[config.mk]
export PLATFORM = sky130hd
export DESIGN_NAME = multi_shape_tone_oscillator_top
export DESIGN_NICKNAME = d
export VERILOG_FILES = /design/src/rtl/msto_pkg.sv /design/src/rtl/multi_shape_tone_oscillator_top.sv
export SDC_FILE = /design/constraint.sdc
export NUM_CORES = 1
export LEC_CHECK = 0
export ABC_CLOCK_PERIOD_IN_PS = 28600
export BUFFER_PORTS_ARGS = -buffer_cell sky130_fd_sc_hd__buf_2
export CORE_MARGIN = 3
export CORE_UTILIZATION = 60
export CTS_CLUSTER_SIZE = 28
export DETAILED_ROUTE_END_ITERATION = 6
export PLACE_DENSITY_LB_ADDON = 0.3
export SETUP_SLACK_MARGIN = 0.02
export SLEW_MARGIN = 20
export SYNTH_ARGS = -nofsm -noshare
export SYNTH_HDL_FRONTEND = slang
export SYNTH_SLANG_ARGS = --single-unit
[constraint.sdc]
create_clock -name i_clk -period 28.6 [get_ports i_clk]
set_input_delay 5.72 -clock i_clk [delete_from_list [all_inputs] [get_ports i_clk]]
set_output_delay 5.72 -clock i_clk [all_outputs]
set_load 0.02 [all_outputs]
[src/rtl/msto_pkg.sv]
// Package for the multi-shape tone oscillator: waveform codes, register
// indexes, waveform constants and the sine table builder. No dependencies.
package msto_pkg;

    localparam int PHASE_BITS_DEF     = 32;
    localparam int SINE_ADDR_BITS_DEF = 8;

    localparam int ENV_W  = 8;
    localparam int SAMP_W = 8;
    localparam int WAVE_W = 3;
    localparam int TUNE_W = 32;
    localparam int CFG_ADDR_W = 2;

    localparam logic [CFG_ADDR_W-1:0] CFG_WAVEFORM = 2'd0;
    localparam logic [CFG_ADDR_W-1:0] CFG_TUNING   = 2'd1;

    localparam logic [WAVE_W-1:0] WAVE_SINE     = 3'd0;
    localparam logic [WAVE_W-1:0] WAVE_SQUARE   = 3'd1;
    localparam logic [WAVE_W-1:0] WAVE_TRIANGLE = 3'd2;
    localparam logic [WAVE_W-1:0] WAVE_SAWTOOTH = 3'd3;
    localparam logic [WAVE_W-1:0] WAVE_NOISE    = 3'd4;

    localparam logic signed [SAMP_W-1:0] RAW_MAX  = 8'sd127;
    localparam logic signed [SAMP_W-1:0] RAW_MIN  = -8'sd128;
    localparam logic signed [SAMP_W-1:0] RAW_ZERO = 8'sd0;

    localparam int RAMP_OFFSET = 127;
    localparam logic [8:0] TRI_SCALE = 9'd510;
    localparam logic [8:0] SAW_SCALE = 9'd254;
    localparam logic [6:0] NOISE_HALF_MOD = 7'd127;

    localparam logic [15:0] LFSR_SEED = 16'hACE1;
    localparam logic [15:0] LFSR_TAPS = 16'hB400;

    localparam logic [63:0] Q30_ONE    = 64'd1 << 30;
    localparam logic [63:0] TWO_PI_Q30 = 64'd6746518852;

    // First-quadrant sine scaled by 127, built at elaboration in Q30 fixed point.
    function automatic logic [6:0] sine_quadrant(input int unsigned q,
                                                 input int unsigned abits);
        logic [63:0] n;
        logic [63:0] x;
        logic [63:0] x2;
        logic [63:0] t;
        logic [63:0] s;
        n = 64'd1 << abits;
        if (q == 0) begin
            return 7'd0;
        end
        if (64'(q) >= (n >> 2)) begin
            return 7'd127;
        end
        x  = (64'(q) * TWO_PI_Q30) >> abits;
        x2 = (x * x) >> 30;
        t  = Q30_ONE;
        t  = Q30_ONE - ((x2 * t) >> 30) / 64'd156;
        t  = Q30_ONE - ((x2 * t) >> 30) / 64'd110;
        t  = Q30_ONE - ((x2 * t) >> 30) / 64'd72;
        t  = Q30_ONE - ((x2 * t) >> 30) / 64'd42;
        t  = Q30_ONE - ((x2 * t) >> 30) / 64'd20;
        t  = Q30_ONE - ((x2 * t) >> 30) / 64'd6;
        s  = (x * t) >> 30;
        return 7'((s * 64'd127) >> 30);
    endfunction

endpackage

[src/rtl/multi_shape_tone_oscillator_top.sv]
// Multi-shape tone oscillator: phase accumulator, waveform shaping and
// envelope scaling in one registered stage. Depends on msto_pkg.
//
// The block takes one sample transaction per clock and returns its scaled
// sample in the next cycle; a full output register that is not taken stalls
// the input. The rate is set by the single stage from the phase and LFSR
// registers and input data through a quarter-wave sine table of
// 2^(SINE_ADDR_BITS-2)+1 entries, waveform select and 8 by 9 bit multiply to
// the output register. Configuration writes take effect at the next sample.
module multi_shape_tone_oscillator_top #(
    parameter int PHASE_BITS     = msto_pkg::PHASE_BITS_DEF,
    parameter int SINE_ADDR_BITS = msto_pkg::SINE_ADDR_BITS_DEF
) (
    input  logic                             i_clk,
    input  logic                             i_rst_n,
    input  logic                             i_cfg_we,
    input  logic [msto_pkg::CFG_ADDR_W-1:0]  i_cfg_addr,
    input  logic [msto_pkg::TUNE_W-1:0]      i_cfg_data,
    input  logic                             s_axis_tvalid,
    output logic                             s_axis_tready,
    input  logic [msto_pkg::ENV_W-1:0]       s_axis_tdata,  // [7:0] envelope_amp
    output logic                             m_axis_tvalid,
    input  logic                             m_axis_tready,
    output logic [msto_pkg::SAMP_W-1:0]      m_axis_tdata   // [7:0] sample_out
);
    import msto_pkg::*;

    localparam int A      = SINE_ADDR_BITS;
    localparam int QTR    = 1 << (A - 2);
    localparam int RAMP_W = PHASE_BITS + 9;
    localparam logic [PHASE_BITS-1:0] PH_HALF = PHASE_BITS'(1) << (PHASE_BITS - 1);
    localparam logic [PHASE_BITS-1:0] PH_QTR  = PHASE_BITS'(1) << (PHASE_BITS - 2);

    logic [PHASE_BITS-1:0]    r_phase;
    logic [15:0]              r_lfsr;
    logic [WAVE_W-1:0]        r_wave;
    logic [TUNE_W-1:0]        r_tuning;
    logic                     r_out_valid;
    logic [SAMP_W-1:0]        r_out_data;

    logic                     in_fire;
    logic [PHASE_BITS-1:0]    n_phase;
    logic [15:0]              n_lfsr;
    logic [SAMP_W-1:0]        n_out_data;

    logic [6:0]               w_qtab [QTR+1];
    logic [A-1:0]             sine_k;
    logic [A-1:0]             sine_fold;
    logic [A-2:0]             sine_q;
    logic signed [SAMP_W-1:0] sine_raw;
    logic [PHASE_BITS-1:0]    tri_t;
    logic [PHASE_BITS-1:0]    tri_arg;
    logic [PHASE_BITS-1:0]    saw_t;
    logic signed [SAMP_W-1:0] tri_raw;
    logic signed [SAMP_W-1:0] saw_raw;
    logic [8:0]               nz_s1;
    logic [7:0]               nz_s2;
    logic [6:0]               nz_m127;
    logic signed [8:0]        nz_val;
    logic signed [SAMP_W-1:0] noise_raw;
    logic signed [SAMP_W-1:0] raw;
    logic signed [16:0]       prod;
    logic signed [16:0]       prod_adj;

    for (genvar g = 0; g <= QTR; g++) begin : g_qtab
        assign w_qtab[g] = sine_quadrant(g, A);
    end

    function automatic logic signed [SAMP_W-1:0] ramp(input logic [RAMP_W-1:0] a);
        logic [RAMP_W-1:0] base;
        logic [RAMP_W-1:0] d;
        base = RAMP_W'(RAMP_OFFSET) << PHASE_BITS;
        if (a >= base) begin
            d = (a - base) >> PHASE_BITS;
            if (d > RAMP_W'(RAMP_OFFSET)) begin
                return RAW_MAX;
            end
            return signed'(d[SAMP_W-1:0]);
        end
        d = (base - a) >> PHASE_BITS;
        return -signed'(d[SAMP_W-1:0]);
    endfunction

    assign in_fire       = s_axis_tvalid && s_axis_tready;
    assign s_axis_tready = !r_out_valid || m_axis_tready;
    assign m_axis_tvalid = r_out_valid;
    assign m_axis_tdata  = r_out_data;

    assign n_phase = r_phase + PHASE_BITS'(r_tuning);
    assign n_lfsr  = (r_lfsr >> 1) ^ (r_lfsr[0] ? LFSR_TAPS : 16'd0);

    always_comb begin
        sine_k    = r_phase[PHASE_BITS-1 -: A];
        sine_fold = {1'b0, sine_k[A-2:0]};
        if (sine_fold > A'(QTR)) begin
            sine_fold = A'(2 * QTR) - sine_fold;
        end
        sine_q   = sine_fold[A-2:0];
        sine_raw = signed'({1'b0, w_qtab[sine_q]});
        if (sine_k[A-1]) begin
            sine_raw = -sine_raw;
        end
    end

    always_comb begin
        tri_t   = r_phase + PH_QTR;
        tri_arg = (tri_t <= PH_HALF) ? tri_t : (PHASE_BITS'(0) - tri_t);
        tri_raw = ramp(RAMP_W'(tri_arg) * RAMP_W'(TRI_SCALE));
        saw_t   = r_phase ^ PH_HALF;
        saw_raw = ramp(RAMP_W'(saw_t) * RAMP_W'(SAW_SCALE));
    end

    // Remainder by 254 taken as twice the remainder by 127 of the upper bits plus
    // the low bit, folded on the identity 2^7 = 1 modulo 127.
    always_comb begin
        nz_s1   = {1'b0, n_lfsr[15:8]} + {2'b0, n_lfsr[7:1]};
        nz_s2   = 8'(nz_s1[8:7]) + {1'b0, nz_s1[6:0]};
        nz_m127 = (nz_s2 >= {1'b0, NOISE_HALF_MOD}) ? 7'(nz_s2 - {1'b0, NOISE_HALF_MOD})
                                                    : nz_s2[6:0];
        nz_val    = signed'({1'b0, nz_m127, n_lfsr[0]}) - 9'sd127;
        noise_raw = (r_tuning == '0) ? RAW_MIN : nz_val[SAMP_W-1:0];
    end

    always_comb begin
        case (r_wave)
            WAVE_SINE:     raw = sine_raw;
            WAVE_SQUARE:   raw = (r_phase > PH_HALF) ? RAW_MAX : RAW_MIN;
            WAVE_TRIANGLE: raw = tri_raw;
            WAVE_SAWTOOTH: raw = saw_raw;
            WAVE_NOISE:    raw = noise_raw;
            default:       raw = RAW_ZERO;
        endcase
        prod       = signed'({1'b0, s_axis_tdata}) * raw;
        prod_adj   = prod[16] ? (prod + 17'sd255) : prod;
        n_out_data = prod_adj[15:8];
    end

    always_ff @(posedge i_clk) begin
        if (!i_rst_n) begin
            r_phase     <= '0;
            r_lfsr      <= LFSR_SEED;
            r_wave      <= WAVE_SINE;
            r_tuning    <= '0;
            r_out_valid <= 1'b0;
        end else begin
            if (i_cfg_we) begin
                case (i_cfg_addr)
                    CFG_WAVEFORM: r_wave   <= i_cfg_data[WAVE_W-1:0];
                    CFG_TUNING:   r_tuning <= i_cfg_data;
                    default:      ;
                endcase
            end
            if (in_fire) begin
                r_phase     <= n_phase;
                r_out_valid <= 1'b1;
                if (r_wave == WAVE_NOISE) begin
                    r_lfsr <= n_lfsr;
                end
            end else if (m_axis_tready) begin
                r_out_valid <= 1'b0;
            end
        end
    end

    always_ff @(posedge i_clk) begin
        if (in_fire) begin
            r_out_data <= n_out_data;
        end
    end

endmodule

==> impl_metrics.toml, run 1 <==
[setup_path]
path_buf_inv = 9
start_kind = "flop"
cp_slowest_cell = "xnor2_1"
cp.depth = 62
critPathMaxStageDelay_ns = 0.60
worstPathRequired_ns = 28.71
critPathLaunch = "r_phase[0]$_SDFFE_PN0P_"
critPathKind = "reg2reg"
ff2ff_path_depth = 62
worstPathMaxFanout = 12
end_kind = "flop"
cp.arrival_ns = 16.49
crit_top_cell = "inv_1"
r2r_start = "r_phase[0]$_SDFFE_PN0P_"
critPathTopFamily = "adder cells"

[synthesis]
synth_cells = 2818
ys_ff_latch = 92
yosysSeqAreaShare_pct = 8.26
syn_area_um2 = 23300
synth_fa_ha_area_share_pct = 38.3
synth-simple-area-share_pct = 18.2
syn-num-nets = 3411
synth_area_leaders = "fa_1 (23%), ha_1 (15%), dfxtp_1 (7.2%)"
muxShareOfSynthArea_pct = 1.48
yosys.area.top_type = "fa_1"
synth_top_family_by_area = "adder cells"
yosysTopAreaCellShare_pct = 23.5
ys_top_cells_by_count = "inv_1 (408), fa_1 (273), ha_1 (273)"
avgSynthCellArea_um2 = 8.26
yosys.area_share.xor_xnor_pct = 8.17
yosysWarnings = 0
synth-edff-count = 8
synth.distinct_cells = 95
synth-compound-area-share_pct = 17.5
synthArstFlopShare_pct = 0
ys.flop_type = "dfxtp_1"
yosysMostFrequentCell = "inv_1"

[route]
drt.antenna.violating_nets = 0
routed_wl_um = 57500
detail_route.first_pass.iterations = 6
vias_per_cell = 5.98
drc = 0
vias = 19899
drtIter0Drc = 1430
avgRoutedWirePerCell_um = 17.3

[sta]
fin_skew_ns = 0.0129
period_needed_ns = 16.38
maxSlewViolCount = 0
slew_headroom_pct = 28.3
fmax_mhz = 61.1
hold_viol = 0
holdWs_ns = 0.486
tightest_slew_ns = 1.07
finalSetupViolCount = 0
tns_ns = 0
rsz0062_at_grt = "false"
min_period_over_period_pct = 57.3

[power]
pwr-share-clk_pct = 10.1
switching_share_pct = 53.2
powerDensity_nw_per_um2 = 54.5
p_leak_nw = 11.9
comb_power_share_pct = 78.7
pwr-share-seq_pct = 11.2
p_int_uw = 618
vdd_drop_max_uv = 65.2
switchingPower_uw = 703

[grt]
grt_usage_pct = 28.3
grt_pass1_vias = 20206
grt_overflow = 0
grt_antenna_before_repair = 0
grt_max_degree = 86
grt_pass1_wl_um = 97500

[cells_and_area]
fin_cells = 3328
finish.net_count = 3405
fill_cells = 3302
final_util_pct = 64.0
drive_gt1_share_pct = 5.11
postLayoutCellArea_um2 = 24300
antenna_cells = 0
syn_to_final_growth_pct = 4.28

[hold_path]
hold_path_startpoint = "r_tuning[9]$_SDFFE_PN0P_"
hold_path.class = "reg2reg"
hold_depth = 2

[floorplan]
die_h_um = 203
io_pins = 57
fp-row-count = 71
die_x_um = 203
initial_utilization_pct = 61.3
dieArea_um2 = 41200
coreArea_um2 = 37900

[place]
hpwl_um = 48500
io_buffers = 56
dpl_cell_area_um2 = 23900
place.gp.congestion = 0.990
dp_cells = 3311

[clocking]
insertion_delay_ns = 0.36
cts.clk_slew.worst_paths_ns = 0.07
htree_levels = 3
cts_buffer_depth = 2
cts_setup_buffers = 0
cts_hold_buf = 0
cts_buffers = 9
tritoncts = "yes"
ctsResizeCount = 0
clock-sinks = 92
root_buffer = "clkbuf_16"

[status]
status = "complete, no violations"

[flow_run]
max_cap_viol_count = 0
==> power by group through the flow <==
stage	registers [mW]	logic [mW]	clock network, mW
CTS	0.148	1.03	0.135
global placement	0.151	0.993	0
finish	0.148	1.04	0.134
global route	0.149	1.17	0.140
detailed placement	0.151	1.02	0
floorplan	0.154	0.807	0
==> metal layers <==
layer	global-route usage, %	vias to the layer above	routed length [um]
met5	0	-	0
met4	8.59	0	1690
met3	2.24	111	3300
met2	47.8	660	26600
met1	39.0	9625	25900
li1	-	9503	-
==> through the flow <==
step,power (mW),setup WS (ns)
after CTS,1.31,12.42
after detailed placement,1.17,12.48
final,1.32,12.22
after global placement,1.14,12.80
after global routing,1.46,11.08
after floorplan,0.962,14.14
==> cell type report <==
cell class / count / area (um^2) / share of cell area, %
multi-input cells: 2237 / 19500 / 80.3
clock inverters: 6 / 91.3 / 0.377
inverters: 408 / 1530 / 6.31
well taps: 511 / 639 / 2.64
flip-flops and latches: 92 / 1920 / 7.92
clock buffers: 10 / 239 / 0.985
repair buffers: 64 / 350 / 1.44
==> worst min-delay path: stages (launching register included) <==
cell,delay (ns)
dfxtp_1,0.32
nand2_1,0.05
a21boi_0,0.06
==> kinds of logic (layout without fill, tap and decap cells) <==
logic type	after synthesis	in the layout
XOR/XNOR	217	217
buffers and inverters	489	488
adder cells (fa/ha/maj)	550	550
AO/OA/AOI/OAI	614	614
AND/OR/NAND/NOR	827	827
multiplexers	29	29
flip-flops	92	92
==> registers in the layout, summed over array words and instances, names as in the netlist <==
name,cells
r_lfsr,16
r_wave,3
m_axis_tvalid,1
m_axis_tdata,8
r_tuning,32
r_phase,32
==> worst paths after layout <==
check                                   end  slack (ns)
setup / recovery  m_axis_tdata[7]$_DFFE_PP_       12.22
hold / removal     r_tuning[9]$_SDFFE_PN0P_        0.49
hold reg to reg    r_tuning[9]$_SDFFE_PN0P_        0.49
setup reg to reg  m_axis_tdata[7]$_DFFE_PP_       12.22
==> placed cells by master (no fill, tap or decap), types with 55 or more instances in the layout <==
master / instances
a21oi_1: 171
and2_1: 74
buf_2: 55
dfxtp_1: 84
fa_1: 273
ha_1: 273
inv_1: 408
nand2_1: 258
nand3_1: 66
nor2_1: 142
o21ai_0: 121
xnor2_1: 144
xor2_1: 71
No activity file was read; power rests on OpenSTA's default activity.
==> inputs of run 2 (changes only) <==
--- a/config.mk
+++ b/config.mk
@@ -5,7 +5,7 @@
 export SDC_FILE = /design/constraint.sdc
 export NUM_CORES = 1
 export LEC_CHECK = 0
-export ABC_CLOCK_PERIOD_IN_PS = 28600
+export ABC_CLOCK_PERIOD_IN_PS = 14200
 export BUFFER_PORTS_ARGS = -buffer_cell sky130_fd_sc_hd__buf_2
 export CORE_MARGIN = 3
 export CORE_UTILIZATION = 60
==> constraint.sdc (replaced) <==
create_clock -name i_clk -period 14.2 [get_ports i_clk]
set_input_delay 2.84 -clock i_clk [delete_from_list [all_inputs] [get_ports i_clk]]
set_output_delay 2.84 -clock i_clk [all_outputs]
set_load 0.02 [all_outputs]
==> run 2 against run 1 <==
Against the previous run: hold slack better by 0.0051 ns; global-route usage up 0.73 points; core utilization up 3.1 points; wire length up 3.4%; design area up 4.8%; flip-flop and latch count unchanged; clock skew about the same; maximum frequency up 21%; combinational power up 130%; largest cell class unchanged.
==> impl_metrics.toml, run 2 (same netlist as run 1, synthesis figures left out) <==
[cells_and_area]
finish.net_count = 3513
fill_cells = 3146
syn_to_final_growth_pct = 9.29
seqCellArea_um2 = 1920
fin_cells = 3436
antenna_cells = 0
multi_input_area_um2 = 19800
drive_gt1_share_pct = 11.2
final_common_cell = "inv_1"
reg.largest.list = "r_phase (32), r_tuning (32), r_lfsr (16)"
final_cell_mix = "inv_1 (405), fa_1 (272), ha_1 (265)"

[setup_path]
worstPathRequired_ns = 14.32
r2r_setup_slack_ns = 0.62
end_kind = "flop"
critPathTopFamily = "adder cells"
path_buf_inv = 11
start_kind = "flop"
r2r_start = "r_phase[3]$_SDFFE_PN0P_"
worstPathMaxFanout = 8
cp.arrival_ns = 13.70
cp.depth = 61
crit_top_cell = "fa_1"
critPathMaxStageDelay_ns = 0.61
critPathKind = "reg2reg"
cp_slowest_cell = "or4_4"
rr_endpoint = "m_axis_tdata[7]$_DFFE_PP_"
ff2ff_path_depth = 61

[grt]
grt_util_met1_pct = 40.3
gr-usage-met3_pct = 3.77
grt-busiest-layer = "met2"
grt_antenna_before_repair = 0
grt_use_met2_pct = 48.1
grt_overflow = 0
grt_pass1_wl_um = 99700
grt_usage_pct = 29.0
grt_max_degree = 86
grt_pass1_vias = 20191

[clocking]
clock-sinks = 92
cts.clk_slew.worst_paths_ns = 0.08
htree_levels = 3
tritoncts = "yes"
insertion_delay_ns = 0.36
cts_buffer_depth = 2
cts_buffers = 9
root_buffer = "clkbuf_16"
cts_hold_buf = 0

[route]
drt.antenna.violating_nets = 0
drc = 0
avgRoutedWirePerCell_um = 17.3
vias_per_cell = 5.81
detail_route.first_pass.iterations = 5
vias = 19969
drtIter0Drc = 1225
routed_wl_um = 59500

[floorplan]
die_x_um = 203
initial_utilization_pct = 61.3
dieArea_um2 = 41200
coreArea_um2 = 37900
die_h_um = 203
io_pins = 57
fp-row-count = 71

[sta]
fmax_mhz = 73.6
tns_ns = 0
fin_skew_ns = 0.0131
slew_headroom_pct = 27.8
maxSlewViolCount = 0
tightest_slew_ns = 1.08
hold_viol = 0
period_needed_ns = 13.58
min_period_over_period_pct = 95.7
finalSetupViolCount = 0

[hold_path]
hold_path_startpoint = "r_lfsr[14]$_SDFFE_PN0P_"
hold_path.class = "reg2reg"
hold_depth = 2
min_to = "r_lfsr[14]$_SDFFE_PN0P_"

[power]
p_leak_nw = 12.6
powerDensity_nw_per_um2 = 114
vdd_drop_max_uv = 121

[flow_run]
max_cap_viol_count = 0

[place]
io_buffers = 56
place.gp.congestion = 0.955
hpwl_um = 50000
dp_cells = 3405

[status]
status = "complete, no violations"
==> run 2: cell types whose count changed in the layout (fill, tap and decap cells not counted), moves of 4 or more <==
cell,change
a21oi_1,-8
a21oi_2,+8
buf_4,+106
ha_1,-8
ha_2,+8
nor2_1,-5
nor2_2,+5
o21ai_0,-4
or4_1,-4
or4_4,+4
xnor2_1,-12
xnor2_2,+12
==> run 2: worst min-delay path: cells and delay by family (launching register included) <==
family / cells / cell delay (ns)
and+or+nand+nor: 1 / 0.06
AOI/OAI and AO/OA: 1 / 0.07
DFF: 1 / 0.32
==> run 2: timing repair <==
item,in CTS,in global routing
setup endpoints to repair,8,8
gates resized for setup,10,75
setup buffers,3,11
cloned,0,0
pin swaps,4,29
==> run 2: area by class of cell <==
cell class / instances / share of cell area, %
timing repair buffer: 172 / 4.60
inverter: 408 / 6.02
multi-input combinational: 2237 / 78.1
clock buffer: 11 / 0.994
tap: 511 / 2.51
sequential: 92 / 7.56
clock inverter: 5 / 0.251
==> run 2: per-layer routing <==
| metal | wire length [um] | share of wire, % |
|---|---|---|
| met5 | 0 | 0 |
| met4 | 1390 | 2.3 |
| met3 | 3660 | 6.1 |
| met2 | 27800 | 47 |
| met1 | 26700 | 45 |
==> run 2: where the power goes <==
| group | switching, mW | internal [mW] |
|---|---|---|
| clock | 0.115 | 0.148 |
| combinational | 1.41 | 0.947 |
| sequential | 0.0104 | 0.283 |
==> run 2: how the worst max path moves through the flow <==
stage | start | to
after floorplan | r_phase[0]$_SDFFE_PN0P_ | m_axis_tdata[7]$_DFFE_PP_
after global placement | r_phase[3]$_SDFFE_PN0P_ | m_axis_tdata[7]$_DFFE_PP_
after detailed placement | r_phase[3]$_SDFFE_PN0P_ | m_axis_tdata[7]$_DFFE_PP_
after CTS | r_phase[3]$_SDFFE_PN0P_ | m_axis_tdata[7]$_DFFE_PP_
after global routing | r_phase[3]$_SDFFE_PN0P_ | m_axis_tdata[7]$_DFFE_PP_
final | r_phase[3]$_SDFFE_PN0P_ | m_axis_tdata[7]$_DFFE_PP_
==> run 2: stage by stage <==
step	utilization, %	hold WS, ns	cell area, um^2	worst slack [ns]	total power [mW]
floorplan	-	0.455	23300	0.0291	1.94
global placement	64.9	0.472	24600	-0.718	2.44
detailed placement	64.9	0.487	24600	-0.814	2.49
CTS	66.0	0.496	25000	0.0357	2.78
global route	67.0	0.522	25400	-0.0688	3.19
finish	67.0	0.491	25400	0.616	2.91
==> inputs of run 3 (changes only) <==
--- a/config.mk
+++ b/config.mk
@@ -12,6 +12,7 @@
 export CTS_CLUSTER_SIZE = 28
 export DETAILED_ROUTE_END_ITERATION = 6
 export PLACE_DENSITY_LB_ADDON = 0.3
+export RECOVER_POWER = 25
 export SETUP_SLACK_MARGIN = 0.02
 export SLEW_MARGIN = 20
 export SYNTH_ARGS = -nofsm -noshare
==> run 3 against run 2 <==
Against the previous run: the flow now finishes with violations (max-capacitance violations, max-slew violations); wire length about the same; sequential share of layout area about the same; core utilization about the same; combinational power about the same; global-route usage unchanged; maximum frequency down 0.12%; register-to-register slack worse by 0.02 ns.
==> impl_metrics.toml, run 3 (same netlist as run 1, synthesis figures left out) <==
[power]
vdd_drop_max_uv = 121
p_total_mw = 2.91
p_leak_nw = 12.6
powerDensity_nw_per_um2 = 115

[sta]
period_needed_ns = 13.60
slew_headroom_pct = -90.5
fmax_mhz = 73.5
maxSlewViolCount = 86
hold_viol = 0
tightest_slew_ns = 2.86
min_period_over_period_pct = 95.8
holdWs_ns = 0.494
fin_skew_ns = 0.0131
finalSetupViolCount = 0

[clocking]
tritoncts = "yes"
insertion_delay_ns = 0.36
htree_levels = 3
clock-sinks = 92
cts_hold_buf = 0
root_buffer = "clkbuf_16"
cts_buffer_depth = 2
cts.clk_slew.worst_paths_ns = 0.08
cts_buffers = 9

[route]
vias = 19958
routed_wl_um = 59500
vias_per_cell = 5.81
avgRoutedWirePerCell_um = 17.3
drt.antenna.violating_nets = 0
drc = 0
drtIter0Drc = 1226
detail_route.first_pass.iterations = 5

[cells_and_area]
reg.largest.list = "r_phase (32), r_tuning (32), r_lfsr (16)"
finish.net_count = 3513
syn_to_final_growth_pct = 9.28
final_common_cell = "inv_1"
drive_gt1_share_pct = 11.2
antenna_cells = 0
final_cell_mix = "inv_1 (405), fa_1 (272), ha_1 (265)"

[flow_run]
max_cap_viol_count = 1

[status]
violations = "max-capacitance violations, max-slew violations"
status = "complete, but fails checks"

[setup_path]
cp_slowest_cell = "nor3b_1"
crit_top_cell = "inv_1"
critPathKind = "reg2reg"
cp.arrival_ns = 13.72
worstPathMaxFanout = 8
end_kind = "flop"
worstPathRequired_ns = 14.32
critPathMaxStageDelay_ns = 0.67
start_kind = "flop"

[place]
hpwl_um = 50000
place.gp.congestion = 0.955
io_buffers = 56

[floorplan]
die_h_um = 203
dieArea_um2 = 41200
fp-row-count = 71
die_x_um = 203
coreArea_um2 = 37900
io_pins = 57
initial_utilization_pct = 61.3

[grt]
grt_usage_pct = 29.0
grt_overflow = 0
grt_pass1_wl_um = 99700
grt_max_degree = 86
grt_pass1_vias = 20191
grt_antenna_before_repair = 0

[hold_path]
hold_path.class = "reg2reg"
run 3: layout make-up:
type	instances	area [um^2]
Multi-Input combinational cell	2237	19800
Fill cell	3147	12500
Sequential cell	92	1920
Inverter	408	1530
Timing Repair Buffer	172	1160
Tap cell	511	639
Clock buffer	11	253
Clock inverter	5	63.8
run 3: metrics by stage:
| step | setup TNS (ns) | utilization [%] | std cells | cell area [um^2] | setup WS, ns |
|---|---|---|---|---|---|
| after floorplan | 0 | - | 2818 | 23300 | 0.0291 |
| after global placement | -5.33 | 64.9 | 3405 | 24600 | -0.718 |
| after detailed placement | -6.13 | 64.9 | 3405 | 24600 | -0.814 |
| after CTS | 0 | 66.0 | 3424 | 25000 | 0.0357 |
| after global routing | -0.206 | 67.0 | 3436 | 25400 | -0.0688 |
| final | 0 | 67.0 | 3436 | 25400 | 0.600 |
run 3: worst max-delay path, delay by kind of cell, from the launching register on:
kind / cells / cell delay [ns]
buf+inv: 13 / 1.16
xor+xnor: 4 / 0.64
compound gates: 14 / 2.49
simple gates: 21 / 4.16
fa+ha+maj: 12 / 4.59
flops: 1 / 0.32
run 3: power breakdown:
part | switching, mW | total [mW] | internal, mW
combinational | 1.41 | 2.35 | 0.948
sequential | 0.0104 | 0.294 | 0.283
clock | 0.115 | 0.264 | 0.148
run 3: what timing repair did:
item,CTS,global route
pin swaps,4,29
gates resized for setup,10,75
gates cloned,0,0
buffers inserted,3,11
setup endpoints to repair,8,8
run 3: worst paths after layout:
path                           startpoint  slack [ns]                         to  depth (start not counted)
setup / recovery  r_phase[3]$_SDFFE_PN0P_        0.60  m_axis_tdata[7]$_DFFE_PP_                         64
hold / removal    r_lfsr[14]$_SDFFE_PN0P_        0.49    r_lfsr[14]$_SDFFE_PN0P_                          2
setup reg to reg  r_phase[3]$_SDFFE_PN0P_        0.60  m_axis_tdata[7]$_DFFE_PP_                         64
hold reg to reg   r_lfsr[14]$_SDFFE_PN0P_        0.49    r_lfsr[14]$_SDFFE_PN0P_                          2
run 3: layer usage:
layer	track usage (%)	wire length, um
met1	40.3	26700
met2	48.1	27800
met3	3.77	3620
met4	7.84	1390
met5	0	0
